==> src/sv/sli_pkg.sv <==
// sli_pkg: shared types, request codes and default sizes for the sorted list block
// used by sli_cell, sli_outbuf and sorted_list_insert; no dependencies

package sli_pkg;

    // default sizes
    localparam int DEPTH_DEF   = 16;
    localparam int VALUE_W_DEF = 32;

    // fixed field widths of the request and result ports
    localparam int IN_VALUE_W  = 32;
    localparam int INDEX_W     = 4;
    localparam int OUT_CNT_W   = 5;
    localparam int OUT_VALUE_W = 32;

    // request codes
    localparam logic REQ_INSERT = 1'b0;
    localparam logic REQ_READ   = 1'b1;

    // link between neighboring cells
    typedef struct packed {
        logic take;   // this cell takes a new entry on an insert
        logic valid;  // this cell holds an entry
    } link_t;

    // one result as it leaves the block
    typedef struct packed {
        logic [OUT_CNT_W-1:0]          position;
        logic [OUT_CNT_W-1:0]          count;
        logic                          full_res;
        logic signed [OUT_VALUE_W-1:0] read_value;
        logic                          read_valid;
    } res_t;

endpackage

==> src/sv/sli_cell.sv <==
// sli_cell: one slot of the sorted list, compares the key and shifts from its left neighbor
// depends on sli_pkg

module sli_cell #(
    parameter int VALUE_WIDTH = sli_pkg::VALUE_W_DEF,
    parameter bit IS_HEAD     = 1'b0
) (
    input  logic                   clk,
    input  logic                   rst_n,
    input  logic                   ins,
    input  logic [VALUE_WIDTH-1:0] key,
    input  sli_pkg::link_t         left,
    input  logic [VALUE_WIDTH-1:0] left_data,
    output sli_pkg::link_t         right,
    output logic [VALUE_WIDTH-1:0] data
);
    import sli_pkg::*;

    logic [VALUE_WIDTH-1:0] data_reg;
    logic [VALUE_WIDTH-1:0] data_next;
    logic                   valid_reg;
    logic                   valid_next;
    logic                   above;
    logic                   take;

    // head slot moves only for a strictly smaller key, later slots also on equal keys
    always_comb
    begin
        if (IS_HEAD)
            above = $signed(data_reg) > $signed(key);
        else
            above = $signed(data_reg) >= $signed(key);
        take = !valid_reg || above;
    end

    // take the key at the boundary, the left entry above it
    always_comb
    begin
        data_next  = data_reg;
        valid_next = valid_reg;
        if (ins && take)
        begin
            data_next  = left.take ? left_data : key;
            valid_next = valid_reg || left.valid;
        end
    end

    // slot payload, no reset
    always_ff @(posedge clk)
    begin
        data_reg <= data_next;
    end

    // slot occupancy
    always_ff @(posedge clk or negedge rst_n)
    begin
        if (!rst_n)
            valid_reg <= 1'b0;
        else
            valid_reg <= valid_next;
    end

    assign right.take  = take;
    assign right.valid = valid_reg;
    assign data        = data_reg;

endmodule

==> src/sv/sli_outbuf.sv <==
// sli_outbuf: result register with a skid stage so a request is taken while a result waits
// depends on sli_pkg

module sli_outbuf (
    input  logic          clk,
    input  logic          rst_n,
    input  logic          push,
    input  sli_pkg::res_t res,
    output logic          full,
    output logic          out_valid,
    output sli_pkg::res_t out_res,
    input  logic          out_stall
);
    import sli_pkg::*;

    res_t out_reg;
    res_t out_next;
    res_t skid_reg;
    res_t skid_next;
    logic out_valid_reg;
    logic out_valid_next;
    logic skid_valid_reg;
    logic skid_valid_next;
    logic take;

    assign take = out_valid_reg && !out_stall;

    // steer a new result to the output or the skid stage
    always_comb
    begin
        out_next        = out_reg;
        skid_next       = skid_reg;
        out_valid_next  = out_valid_reg;
        skid_valid_next = skid_valid_reg;
        if (skid_valid_reg)
        begin
            if (take)
            begin
                out_next        = skid_reg;
                skid_valid_next = 1'b0;
            end
        end
        else if (push)
        begin
            if (!out_valid_reg || take)
            begin
                out_next       = res;
                out_valid_next = 1'b1;
            end
            else
            begin
                skid_next       = res;
                skid_valid_next = 1'b1;
            end
        end
        else if (take)
        begin
            out_valid_next = 1'b0;
        end
    end

    // payload registers
    always_ff @(posedge clk)
    begin
        out_reg  <= out_next;
        skid_reg <= skid_next;
    end

    // control registers
    always_ff @(posedge clk or negedge rst_n)
    begin
        if (!rst_n)
        begin
            out_valid_reg  <= 1'b0;
            skid_valid_reg <= 1'b0;
        end
        else
        begin
            out_valid_reg  <= out_valid_next;
            skid_valid_reg <= skid_valid_next;
        end
    end

    assign full      = skid_valid_reg;
    assign out_valid = out_valid_reg;
    assign out_res   = out_reg;

endmodule

==> src/sv/sorted_list_insert.sv <==
// sorted_list_insert: top level, a row of compare-and-shift cells holding an ascending list
// depends on sli_pkg, sli_cell and sli_outbuf

// Keeps an ascending list of up to DEPTH signed values in a row of cells, one slot per
// cell. An insert request compares its value in every cell at once; each occupied cell
// above the value moves one slot up from its left neighbor and the boundary cell takes the
// value, so a value equal to the first entry goes just after it and a value below the
// first entry goes to slot 0. A full list refuses the insert and reports full_res. A read
// request returns the entry at index with read_valid when the index is below the count.
// The compare-and-shift in each cell is combinational, so one request per clock is accepted
// while in_stall is low, and its result is registered in the output buffer, which is two
// deep and lets requests continue to be taken while one result waits; in_stall rises only
// when both of its places are occupied.
// Reads cover the first min(DEPTH,16) slots; position and count report their low 5 bits.

module sorted_list_insert #(
    parameter int DEPTH       = sli_pkg::DEPTH_DEF,
    parameter int VALUE_WIDTH = sli_pkg::VALUE_W_DEF
) (
    input  logic                                    clk,
    input  logic                                    rst_n,
    input  logic                                    in_valid,
    output logic                                    in_stall,
    input  logic                                    req_type,
    input  logic signed [sli_pkg::IN_VALUE_W-1:0]   value,
    input  logic [sli_pkg::INDEX_W-1:0]             index,
    output logic                                    out_valid,
    input  logic                                    out_stall,
    output logic [sli_pkg::OUT_CNT_W-1:0]           position,
    output logic [sli_pkg::OUT_CNT_W-1:0]           count,
    output logic                                    full_res,
    output logic signed [sli_pkg::OUT_VALUE_W-1:0]  read_value,
    output logic                                    read_valid
);
    import sli_pkg::*;

    localparam int CNT_W = $clog2(DEPTH + 1);
    localparam int RD_N  = (DEPTH < (1 << INDEX_W)) ? DEPTH : (1 << INDEX_W);

    logic                   acc;
    logic                   ins_go;
    logic                   list_full;
    logic [VALUE_WIDTH-1:0] key;
    logic [VALUE_WIDTH-1:0] rd_sel;
    logic                   rd_ok;
    logic [CNT_W-1:0]       slot;
    logic [CNT_W-1:0]       count_reg;
    logic [CNT_W-1:0]       count_next;
    logic                   buf_full;
    res_t                   res;
    res_t                   out_res;

    link_t                  link  [DEPTH+1];
    logic [VALUE_WIDTH-1:0] cdata [DEPTH+1];

    assign acc       = in_valid && !in_stall;
    assign list_full = link[DEPTH].valid;
    assign ins_go    = acc && (req_type == REQ_INSERT) && !list_full;
    assign in_stall  = buf_full;

    // request value brought to the list width
    always_comb
    begin
        logic [VALUE_WIDTH+IN_VALUE_W-1:0] wide;
        wide = {{VALUE_WIDTH{1'b0}}, value};
        key  = wide[VALUE_WIDTH-1:0];
    end

    // row of cells, the head sees an always-occupied neighbor that never shifts
    assign link[0].take  = 1'b0;
    assign link[0].valid = 1'b1;
    assign cdata[0]      = '0;

    for (genvar j = 0; j < DEPTH; j++)
    begin : g_cell
        sli_cell #(
            .VALUE_WIDTH (VALUE_WIDTH),
            .IS_HEAD     (j == 0)
        ) u_cell (
            .clk       (clk),
            .rst_n     (rst_n),
            .ins       (ins_go),
            .key       (key),
            .left      (link[j]),
            .left_data (cdata[j]),
            .right     (link[j+1]),
            .data      (cdata[j+1])
        );
    end

    // slot of the insert: the first cell that takes
    always_comb
    begin
        slot = '0;
        for (int j = 0; j < DEPTH; j++)
        begin
            if (link[j+1].take && !link[j].take)
                slot = slot | CNT_W'(j);
        end
    end

    // read select over the addressable slots
    always_comb
    begin
        rd_sel = '0;
        for (int i = 0; i < RD_N; i++)
        begin
            if (32'(index) == i)
                rd_sel = cdata[i+1];
        end
        rd_ok = (32'(index) < 32'(count_reg)) && (32'(index) < RD_N);
    end

    // entry count
    always_comb
    begin
        count_next = count_reg;
        if (ins_go)
            count_next = count_reg + CNT_W'(1);
    end

    always_ff @(posedge clk or negedge rst_n)
    begin
        if (!rst_n)
            count_reg <= '0;
        else
            count_reg <= count_next;
    end

    // assemble the result of this request
    always_comb
    begin
        logic [CNT_W+OUT_CNT_W-1:0]         pos_w;
        logic [CNT_W+OUT_CNT_W-1:0]         cnt_w;
        logic [VALUE_WIDTH+OUT_VALUE_W-1:0] val_w;
        pos_w = {{OUT_CNT_W{1'b0}}, slot};
        cnt_w = {{OUT_CNT_W{1'b0}}, count_next};
        val_w = {{OUT_VALUE_W{1'b0}}, rd_sel};
        res   = '0;
        res.count = cnt_w[OUT_CNT_W-1:0];
        if (req_type == REQ_INSERT)
        begin
            res.full_res = list_full;
            if (!list_full)
                res.position = pos_w[OUT_CNT_W-1:0];
        end
        else if (rd_ok)
        begin
            res.read_value = val_w[OUT_VALUE_W-1:0];
            res.read_valid = 1'b1;
        end
    end

    // result buffer
    sli_outbuf u_outbuf (
        .clk       (clk),
        .rst_n     (rst_n),
        .push      (acc),
        .res       (res),
        .full      (buf_full),
        .out_valid (out_valid),
        .out_res   (out_res),
        .out_stall (out_stall)
    );

    assign position   = out_res.position;
    assign count      = out_res.count;
    assign full_res   = out_res.full_res;
    assign read_value = out_res.read_value;
    assign read_valid = out_res.read_valid;

`ifndef SYNTH
    // count never passes the list size
    a_count_bound: assert property (@(posedge clk) disable iff (!rst_n)
        32'(count_reg) <= DEPTH)
        else $error("entry count above list size");

    // last cell occupied exactly when the count says full
    a_full_match: assert property (@(posedge clk) disable iff (!rst_n)
        list_full == (32'(count_reg) == DEPTH))
        else $error("last cell occupancy disagrees with count");

    // an accepted insert into a list with room grows the count by one
    a_count_step: assert property (@(posedge clk) disable iff (!rst_n)
        ins_go |=> count_reg == $past(count_reg) + CNT_W'(1))
        else $error("insert did not grow the count");

    // an occupied tail cell implies an occupied head cell, a check on the contiguous prefix
    a_prefix: assert property (@(posedge clk) disable iff (!rst_n)
        link[DEPTH].valid |-> link[1].valid)
        else $error("tail occupied while head empty");

    // request stall only while a result is waiting
    a_stall_wait: assert property (@(posedge clk) disable iff (!rst_n)
        in_stall |-> out_valid)
        else $error("stall with no waiting result");
`endif

endmodule

==> config.mk <==
export PLATFORM = sky130hd
export DESIGN_NAME = sorted_list_insert
export DESIGN_NICKNAME = d
export VERILOG_FILES = /design/src/sv/sli_pkg.sv /design/src/sv/sli_cell.sv /design/src/sv/sli_outbuf.sv /design/src/sv/sorted_list_insert.sv
export SDC_FILE = /design/constraint.sdc
export NUM_CORES = 2
export LEC_CHECK = 0
export ABC_AREA = 0
export ABC_CLOCK_PERIOD_IN_PS = 12000
export CORE_MARGIN = 1.5
export CORE_UTILIZATION = 35
export DETAILED_ROUTE_END_ITERATION = 10
export DONT_BUFFER_PORTS = 1
export PLACE_DENSITY_LB_ADDON = 0.05
export RECOVER_POWER = 100
export SKIP_CTS_REPAIR_TIMING = 1
export SYNTH_ARGS = -nofsm -noshare
export SYNTH_HDL_FRONTEND = slang
export SYNTH_SLANG_ARGS = --single-unit
==> constraint.sdc <==
create_clock -name clk -period 12 [get_ports clk]
set_clock_uncertainty 0.05 [all_clocks]
set_input_delay 1.2 -clock clk [delete_from_list [all_inputs] [get_ports clk]]
set_output_delay 1.2 -clock clk [all_outputs]
set_load 0.02 [all_outputs]
==> results.md <==
- Post-Syn Area: approximately 0.04 mm²
- Clock H-tree levels: 3
- Initial antenna violation count: 2
- GRT Overall Usage: 0.268
- Maximum fanout along the worst path: 38
- CTS root buf: clkbuf_16
- First-pass GRT wire length: ~220,000 µm
- #FFs+latches synth: 621
- Clock Latency Late Sink: 0.68 ns
- DIE HEIGHT: 341 µm
- Most frequent cell after synthesis: edfxtp_1
- First drt pass iteration count: 8
- Fmax: 0.121 GHz
- Num CTS Buffers: 80
- Clock sink total: 621
- Placed cells: 5,005
- Ys Warns: 0
- Final Critical Period: 8.25 ns
- Critical Path, Cell by Cell: clkinv_1, ha_1, nand4_1, or4_1, a21o_1, o211a_1, o21ai_0, mux2i_4, clkbuf_1, nor2_1
- Failing checks: max-capacitance violations, max-slew violations
- WL per Instance: 30.8 µm
- Hold crit path type: in -> async
- Worst path required time: 11.89 ns
- Tcrit/Tclk final: 0.687
- CTS max path bufs: 3
- DR vias/cell: 6.00
- IO Port Bufs: 0
- Initial DRC count: 2,963
- Nets: 4,144
- I/O Pins: 87
- Final hold vios: 0
- Site Rows: 123
- Clock transition at path regs: roughly 0.06 ns
- Tightest Pin Transition: 3.63 ns
- MaxCap Viol Count: 37
- Critical path type: in -> reg
- Gr ovfl total: 0
- Synth Net Count: 4,136
- Initial Utilization: 0.355
- Max-slew headroom: -1.42
- CTS tree: done
- CP arrival: 8.13 ns
- Final setup fails: 0
- RR Endpoint: g_cell[11].u_cell.data[25]$_DFFE_PP_
- Cells after synthesis: 3,579
- Vias after detailed routing: 30,900
- Post-Place Setup Slack: ~5.6 ns
- Core footprint: 0.113 mm²
- Min setup slack post-route: 3.75 ns
- Final WL: 158,000 µm
- Max reg flops: 512
- Maximum vdd drop: around 0.00011 V
- P_leak: 0.0167 µW
- Yosys top cell area share: 0.448
- Outcome: complete, but fails checks
- Storage element area: 0.0185 mm²
- Sequential fraction of the synthesis area: 0.463
- Hpwl dp: between 100,000 and 150,000 µm
- Async set or reset register ratio after synthesis: 0.0370
- Synth top area cells: edfxtp_1 (45%), ha_1 (16%), mux2_2 (5.9%), o21ai_0 (4.6%), nand2_1 (4.3%)
- Post-synth EDFFs: around 600
- Area of the multi-input gates: 0.0207 mm²
- CP Launch Type: input pin
- RR Startpoint: g_cell[15].u_cell.valid_reg$_DFFE_PN0P_
- Predominant post-synthesis flop cell: edfxtp_1
- Post-synth top cells: edfxtp_1 (598), ha_1 (516), nand2_1 (454)
- Setup TNS: 0 ns
- Non-Filler Instances: 5,151
- P&R area growth vs syn: 10.8%
- Max-slew violations: 1,415
- DRC viols: 0
- Largest net degree at the start of global routing: around 90
- RSZ-0062 raised after global routing: false
- Detail Route Antenna Nets: 0
- Routability cong.: approximately 0.93
- DIE WIDTH: 341 µm
- Die ar.: 0.116 mm²
- Pwr dens: 128 mW/mm²
- # fillers: 10,900
- Reg2Reg Depth: 6
- Area leader, netlist: edfxtp_1
- Vias in the first global route: 30,800
- Cell with the largest stage delay on the worst path: nor2_1
- Syn avg cell area: ~11 µm²
- Worst path max stage delay: ~1.8 ns
- Setup slack, reg-to-reg: 4.38 ns
- Ratio of cells with drive above 1 in the final layout: 0.116
- Crit end category: flop
- Distinct cell type count after synthesis: 85
==> cell families (layout without fill, tap and decap cells) <==
| group | count (synthesis) | after routing | share of synthesized area |
|---|---|---|---|
| AND/OR/NAND/NOR | 896 | 896 | 0.103 |
| XOR/XNOR | 4 | 4 | 0.000875 |
| adder cells (fa/ha/maj) | 516 | 516 | 0.161 |
| other | 1 | 2 | 0.0000936 |
| buffers and inverters | 228 | 299 | 0.0238 |
| multiplexers | 297 | 297 | 0.0923 |
| flip-flops | 621 | 621 | 0.463 |
| AO/OA/AOI/OAI | 1016 | 1016 | 0.156 |
==> report_power, final <==
group          leakage (µW)  internal [µW]  switching, µW
logic               0.00981            224            421
clock network       0.00123           1400           1020
registers           0.00571           2490            118
==> metal layers <==
layer,vias up,share of wire,global-route usage
met5,-,0,0
met4,0,0.045,0.109
met3,225,0.064,0.0418
met2,1143,0.46,0.431
met1,15500,0.43,0.361
li1,14000,-,-
==> critical path, delay by kind of cell <==
kind	cells	cell delay (ns)
multiplexers	1	0.29
adder cells (fa/ha/maj)	1	0.77
AND/OR/NAND/NOR	3	2.43
buffers and inverters	2	2.73
AO/OA/AOI/OAI	3	0.67
==> layout make-up <==
type                    count  share of cell area
flip-flops and latches    621               0.418
well taps                1500              0.0423
inverters                  76             0.00643
repair buffers             78              0.0110
clock inverters            35             0.00773
multi-input cells        2730               0.466
clock buffers             110              0.0493
diodes                      1           0.0000564
==> per-stage QoR <==
| step | cell area, µm² | util | hold slack (ns) | total power [µW] |
|---|---|---|---|---|
| 6_report | 44400 | 0.393 | 0.162 | 5670 |
| 5_1_grt | 44400 | 0.393 | 0.133 | 5850 |
| 3_3_place_gp | 42100 | 0.373 | 0.413 | 3280 |
| 4_1_cts | 44600 | 0.395 | 0.107 | 5720 |
| 3_5_place_dp | 42100 | 0.373 | 0.412 | 3290 |
| 2_1_floorplan | 40100 | - | 0.375 | 3050 |
==> cells in the final DEF, fill, tap and decap left out, types with 13 or more instances in the layout <==
| cell type | instances |
|---|---|
| nand4_1 | 96 |
| mux2i_1 | 20 |
| nor4_1 | 15 |
| a22oi_1 | 60 |
| nor2_1 | 116 |
| o22ai_1 | 23 |
| a31oi_1 | 18 |
| o21ai_0 | 401 |
| nand3_1 | 61 |
| a21oi_1 | 227 |
| mux2_2 | 197 |
| ha_1 | 516 |
| clkinv_1 | 39 |
| clkbuf_1 | 51 |
| nor2b_1 | 31 |
| inv_1 | 47 |
| nor3_1 | 20 |
| buf_4 | 52 |
| mux4_2 | 33 |
| o211ai_1 | 16 |
| clkbuf_16 | 82 |
| mux2_1 | 42 |
| a21o_1 | 55 |
| a222oi_1 | 21 |
| a221oi_1 | 25 |
| dfrtp_1 | 23 |
| nand2b_1 | 24 |
| nand2_1 | 453 |
| a211oi_1 | 34 |
| o21a_1 | 16 |
| and4_1 | 13 |
| edfxtp_1 | 598 |
| o31ai_1 | 19 |
==> how the worst max path moves through the flow <==
| stage | startpoint | end | slack (ns) | depth (start not counted) |
|---|---|---|---|---|
| CTS | value[8] | g_cell[12].u_cell.data[27]$_DFFE_PP_ | 6.24 | 9 |
| global route | value[9] | g_cell[10].u_cell.data[25]$_DFFE_PP_ | 3.26 | 10 |
| finish | value[8] | g_cell[10].u_cell.data[27]$_DFFE_PP_ | 3.75 | 10 |
| global placement | value[8] | g_cell[12].u_cell.data[11]$_DFFE_PP_ | 5.46 | 9 |
| floorplan | value[10] | g_cell[2].u_cell.data[0]$_DFFE_PP_ | 6.06 | 8 |
| detailed placement | value[9] | g_cell[12].u_cell.data[8]$_DFFE_PP_ | 5.57 | 9 |
No activity file was read; power rests on OpenSTA's default activity.
